[config.mk]
export PLATFORM = sky130hd
export DESIGN_NAME = gcd_queue
export DESIGN_NICKNAME = d
export VERILOG_FILES = /design/src/rtl/core/gcd_pkg.sv /design/src/rtl/core/gcd_queue.sv
export SDC_FILE = /design/constraint.sdc
export NUM_CORES = 1
export LEC_CHECK = 0
export BUFFER_PORTS_ARGS = -buffer_cell sky130_fd_sc_hd__buf_2
export CORE_UTILIZATION = 33
export DETAILED_ROUTE_END_ITERATION = 10
export PLACE_DENSITY_LB_ADDON = 0.08
export SLEW_MARGIN = 25
export SYNTH_ARGS = -nofsm -noshare
export SYNTH_HDL_FRONTEND = slang
export SYNTH_SLANG_ARGS = --single-unit
[constraint.sdc]
create_clock -name clk -period 11.2 [get_ports clk]
set_clock_uncertainty 0.2 [all_clocks]
set_input_delay 1.68 -clock clk [delete_from_list [all_inputs] [get_ports clk]]
set_output_delay 1.68 -clock clk [all_outputs]
set_load 0.05 [all_outputs]
[src/rtl/core/gcd_pkg.sv]
// Shared types, constants and arithmetic helpers for the great-circle distance block.
`timescale 1ns / 1ps
`default_nettype none
package gcd_pkg;

  localparam int CORDIC_ITERATIONS = 24;
  localparam int RW = 34;
  localparam int VW = 36;
  localparam int AW = 32;

  localparam logic [0:0] REG_RADIUS    = 1'b0;
  localparam logic [0:0] REG_THRESHOLD = 1'b1;

  localparam logic [19:0] LAT_LIMIT = 20'd324000;
  localparam logic [21:0] FULL_TURN = 22'd1296000;
  localparam logic [21:0] HALF_TURN = 22'd648000;
  localparam logic [21:0] QTR_TURN  = 22'd324000;
  localparam logic [37:0] PI_FRAC   = 38'd419426;
  localparam logic [37:0] HALF_DIV  = 38'd324000;
  localparam logic [30:0] PI_WHOLE  = 31'd5205;
  localparam logic [32:0] DIV_ODD   = 33'd10125;
  localparam logic [64:0] RECIP     = (65'd1 << 46) / 65'd10125;

  localparam logic signed [31:0] INV_GAIN = 32'sd652032874;
  localparam logic signed [VW-1:0] HALF_PI = 36'sd1686629713;
  localparam logic [23:0] DIST_MAX = 24'hFFFFFF;

  localparam logic signed [VW-1:0] ATAN_HEAD [10] = '{
    36'sd843314856, 36'sd497837829, 36'sd263043836, 36'sd133525158, 36'sd67021686,
    36'sd33543515, 36'sd16775850, 36'sd8388437, 36'sd4194282, 36'sd2097149
  };

  typedef struct packed {
    logic signed [AW-1:0] lat1;
    logic signed [AW-1:0] lat2;
    logic signed [AW-1:0] dlon;
    logic                 flip;
  } angle_item_t;

  typedef struct packed {
    logic full;
    logic empty;
  } queue_status_t;

  function automatic logic signed [VW-1:0] atan_q30(input int i);
    logic signed [VW-1:0] r;
    if (i < 10) begin
      r = ATAN_HEAD[i];
    end else if (i <= 30) begin
      r = VW'((64'sd1 <<< (30 - i)) - 64'sd1);
    end else begin
      r = '0;
    end
    return r;
  endfunction

  function automatic logic signed [33:0] mulq(input logic signed [31:0] a,
                                              input logic signed [31:0] b);
    logic signed [63:0] p;
    logic [63:0] m;
    logic [63:0] r;
    p = 64'(a) * 64'(b);
    m = p[63] ? 64'(-p) : 64'(p);
    r = (m + 64'd536870912) >> 30;
    return p[63] ? -$signed(r[33:0]) : $signed(r[33:0]);
  endfunction

endpackage
`default_nettype wire

[src/rtl/core/gcd_queue.sv]
// Two-entry request queue between the front end and the CORDIC back end.
`timescale 1ns / 1ps
`default_nettype none
module gcd_queue (
  input  wire logic                 clk,
  input  wire logic                 rst,
  input  wire logic                 push,
  input  wire gcd_pkg::angle_item_t wr_item,
  input  wire logic                 pop,
  output gcd_pkg::angle_item_t      rd_item,
  output gcd_pkg::queue_status_t    status
);

  gcd_pkg::angle_item_t entry [2];
  logic       wr_ptr;
  logic       rd_ptr;
  logic [1:0] count;

  always_ff @(posedge clk) begin
    if (rst) begin
      wr_ptr <= 1'b0;
      rd_ptr <= 1'b0;
      count <= 2'd0;
    end else begin
      if (push) begin
        wr_ptr <= ~wr_ptr;
      end
      if (pop) begin
        rd_ptr <= ~rd_ptr;
      end
      count <= count + 2'(push) - 2'(pop);
    end
  end

  always_ff @(posedge clk) begin
    if (push) begin
      entry[wr_ptr] <= wr_item;
    end
  end

  assign rd_item = entry[rd_ptr];
  assign status.full = count == 2'd2;
  assign status.empty = count == 2'd0;

endmodule
`default_nettype wire

# Yosys cells after proc, flatten, opt, wreduce, memory -nomap -nowiden
# Memories as Yosys holds them, arrays and structs flattened. A register that Yosys moved wholly into a read port is not among the register bits.
# Cells that the tools add are included.
[word_totals] regBits=4 memories=1 word_cells=14 mem_bits_rw=194 inputBits=101
[op_classes] eq_ne=1 n_mux=4 reduce_logical=1 n_bitwise=2 add_sub_neg=2
[memory_table] name="entry" depth=2 width=97 read_ports=1 rd_clocked_by_memory_dff=1 wr=1 line="gcd_queue.sv:14" rtl="gcd_pkg::angle_item_t entry [2];"
[op_table] operator="$mux 1" n=4
[op_table] operator="$add 2x1->2" n=1
[op_table] operator="$eq 2x2->1 const B" n=1
[op_table] operator="$logic_not 2->1" n=1
[op_table] operator="$not 1->1" n=2
[op_table] operator="$sub 2x1->2" n=1

# Logic depth before layout (Yosys ltp)
[depth] word_depth=3 depth_mapped=6 depth_no_buf=6

# Least setup slack after synthesis
# OpenSTA, ideal clock, no wires.
[synth_path] path_kind="input port to flip-flop" startpoint="input port push" endpoint="memory entry[0][0] (netlist name), enable pin" n_path_buf=0 t_arrival_ns=5.904 slack_ns=4.531 setup_ns=0.565 path_stages=1 cell_sequence="nor2b_1"
[synth_via] elab_chain_cells=2
[synth_rtl] item="start: declaration" line="gcd_queue.sv:7" rtl="input wire logic push,"
[synth_rtl] item="$mux 1" line="gcd_queue.sv:36" rtl="if (push) begin"
[synth_rtl] item="$mux 1 (not written as such)" line="gcd_queue.sv:37" rtl="entry[wr_ptr] <= wr_item;"
[synth_rtl] item="end: declaration" line="gcd_queue.sv:14"
# Every way passes these cells.

==> impl_results.md <==
- Static leakage power: 3.46 nW
- NumNets Final: 636
- Worst Setup End Kind: output port
- Crit path required time: 9.32 ns
- GRT overflow: 0
- Setup_tns: 0 ns
- Post-DR wirelength/cell: 16.7 microns
- CTS H-tree lvls: 4
- Via density: 4.35
- Placed Area: 8630 sq um
- Async set-reset flop share out of synthesis: 0%
- Clock sinks: 199
- Io pins: 200
- CTS tree: yes
- Metal2 WL: 6600 microns
- Final Setup Violations: 0
- Initial Util: 33.6%
- Routability cong.: 0.706
- Die Wd: 151 microns
- Setup Buffers After CTS: 0
- WL met3: 1210 microns
- Hold_buf cts: 0
- Mapped Area: 7330 sq um
- Final period utilization: 40.7%
- Distinct cells, synth: 13
- Seq/Total Area, Yosys: 80.8%
- Worst Path Arrival: 2.68 ns
- Main synth FF type: edfxtp_1
- #FFs+latches synth: 199
- Post-synthesis area per instance: 22.7 sq um
- Hold WC Path Type: reg2reg
- Multi-input gate area: 1320 sq um
- Ratio of cells with drive above 1 in the final layout: 60.3%
- Wl on met1: 5840 microns
- Top post-synthesis cells by area: edfxtp_1 79%, mux2_2 10%, mux2_4 6.1%
- Die footprint: 22800 sq um
- R2R Path End: entry[0][16]
- Maxcap violations: 0
- RSZ-0062 raised after global routing: false
- Synth warn: 0
- Worst flop-to-flop path startpoint: wr_ptr
- Gates resized, CTS repair: 0
- Initial DRC Count: 102
- Min Tclk post-route: 4.56 ns
- Root buffer cell: clkbuf_16
- R2R depth: 2
- Worst Hold Endpoint: rd_ptr
- Vias in the first global route: 3782
- Post-synth top cells: 194 x edfxtp_1, 67 x mux2_2, 30 x mux2_4, 6 x buf_2
- Fmax: 219 MHz
- Reg clk slew, reported paths: 0.07 ns
- Syn Inst Count: 323
- Final HPWL DP: 9260 microns
- Synth area leader: edfxtp_1
- Area share of the largest cell type after synthesis: 79.4%
- Pin count of the biggest net entering global routing: 68
- Status: completed
- Via count: 3594
- Syn Nets: 426
- Highest Signal Layer: met4
- Reg area: 5930 sq um
- Die Ht: 151 microns
- Worst-margin pin slew: 0.965 ns
- Worst-path fanout max: 51
- DRT Wirelength: 13800 microns
- Remaining DRCs: 0
- Worst Hold Depth: 2
- Area Overhead vs Synth: 25.3%
- Fin. max-slew vios: 0
- Total Power Consumption: 1.77 mW
- Post-synth EDFFs: 194
- Post-route cell area: 9190 sq um
- Max Buffers Root-to-Sink: 2
- Crit start category: flip-flop
- GRT Overall Usage: 12.4%
- Clk_lat worst skew: 0.42 ns
- Worst slew margin: 35.5%
- Flop2flop setup slack: 8.59 ns
- Rows: 54
- DR pass1 iterations: 4
- Routed Antenna Nets: 0
- Num CTS Buffers: 17
- Pwr Density: 192 nW/um^2
- Fillers: 2000
- Hold Path Origin: rd_ptr
- Final hold violation count: 0
- Count leader, synth: edfxtp_1
- Max IR drop VDD: 97.8 uV
- Kind of critical path: reg2out
- Initial antenna violation count: 2
- PortBufs: 199
- Core region area: 21800 sq um
- Global-route wire length before repair: 20300 microns
[sequential cells by signal (all words and copies together), names as in the netlist, named ones only]
| name | flops |
|---|---|
| entry | 194 |
| rd_ptr | 1 |
| count | 2 |
| wr_ptr | 1 |
[worst max-delay path, stage by stage (launching register included)]
cell	delay [ns]
dfxtp_4	0.85
buf_4	0.71
mux2_2	0.41
buf_2	0.21
[area by class of cell]
cell class,instances,area share (%)
Timing Repair Buffer,202,11.1
Clock buffer,19,4.71
Clock inverter,13,1.32
Antenna cell,1,0.0272
Inverter,2,0.0817
Sequential cell,199,64.5
Tap cell,280,3.81
Multi-Input combinational cell,111,14.4
[layer usage]
metal / GRT usage (%) / up-vias
li1: - / 1695
met1: 14.5 / 1762
met2: 19.7 / 124
met3: 5.60 / 13
met4: 4.80 / 0
met5: 0 / -
[through the flow]
stage          setup WS [ns]  hold slack, ns  utilization, %  cells
2_1_floorplan           4.53           0.280               -    323
3_3_place_gp            7.01           0.300            39.5    794
3_5_place_dp            6.96           0.312            39.5    794
4_1_cts                 6.55           0.330            42.1    826
5_1_grt                 6.48           0.397            42.1    827
6_report                6.64           0.325            42.1    827
[worst max-delay path by stage]
stage | endpoint | slack (ns) | cells after the start
3_3_place_gp | entry[0][7] | 7.01 | 3
3_5_place_dp | entry[0][15] | 6.96 | 3
6_report | rd_item[14] | 6.64 | 3
5_1_grt | rd_item[15] | 6.48 | 3
4_1_cts | rd_item[14] | 6.55 | 3
2_1_floorplan | entry[0][0] | 4.53 | 1
[cell families (layout without fill, tap and decap cells)]
kind of cell	count (synthesis)	count (layout)	synth area share (%)
other	0	1	0
buffers and inverters	13	236	1.28
adder cells (fa/ha/maj)	2	2	0.341
multiplexers	97	97	16.4
AND/OR/NAND/NOR	9	9	0.597
XOR/XNOR	3	3	0.546
flip-flops	199	199	80.8
[where the power goes]
group	internal (mW)	switching [mW]	leakage [nW]
clock	0.310	0.262	0.261
sequential	0.869	0.0193	1.86
combinational	0.0916	0.213	1.34
[layout by cell type, fill, tap and decap left out]
cell / n
edfxtp_1: 194
nor2b_1: 2
buf_4: 3
bufinv_16: 1
nor2b_4: 1
dfxtp_1: 4
nor2_1: 5
buf_2: 199
mux2_4: 30
clkbuf_1: 2
inv_1: 2
dfxtp_4: 1
inv_6: 3
clkbuf_16: 17
clkinvlp_4: 3
xnor2_1: 2
diode_2: 1
mux2_2: 67
clkinv_1: 3
ha_1: 2
and2_4: 1
clkinv_4: 1
xnor3_1: 1
inv_8: 2
Power figures use the tool's default switching activity.
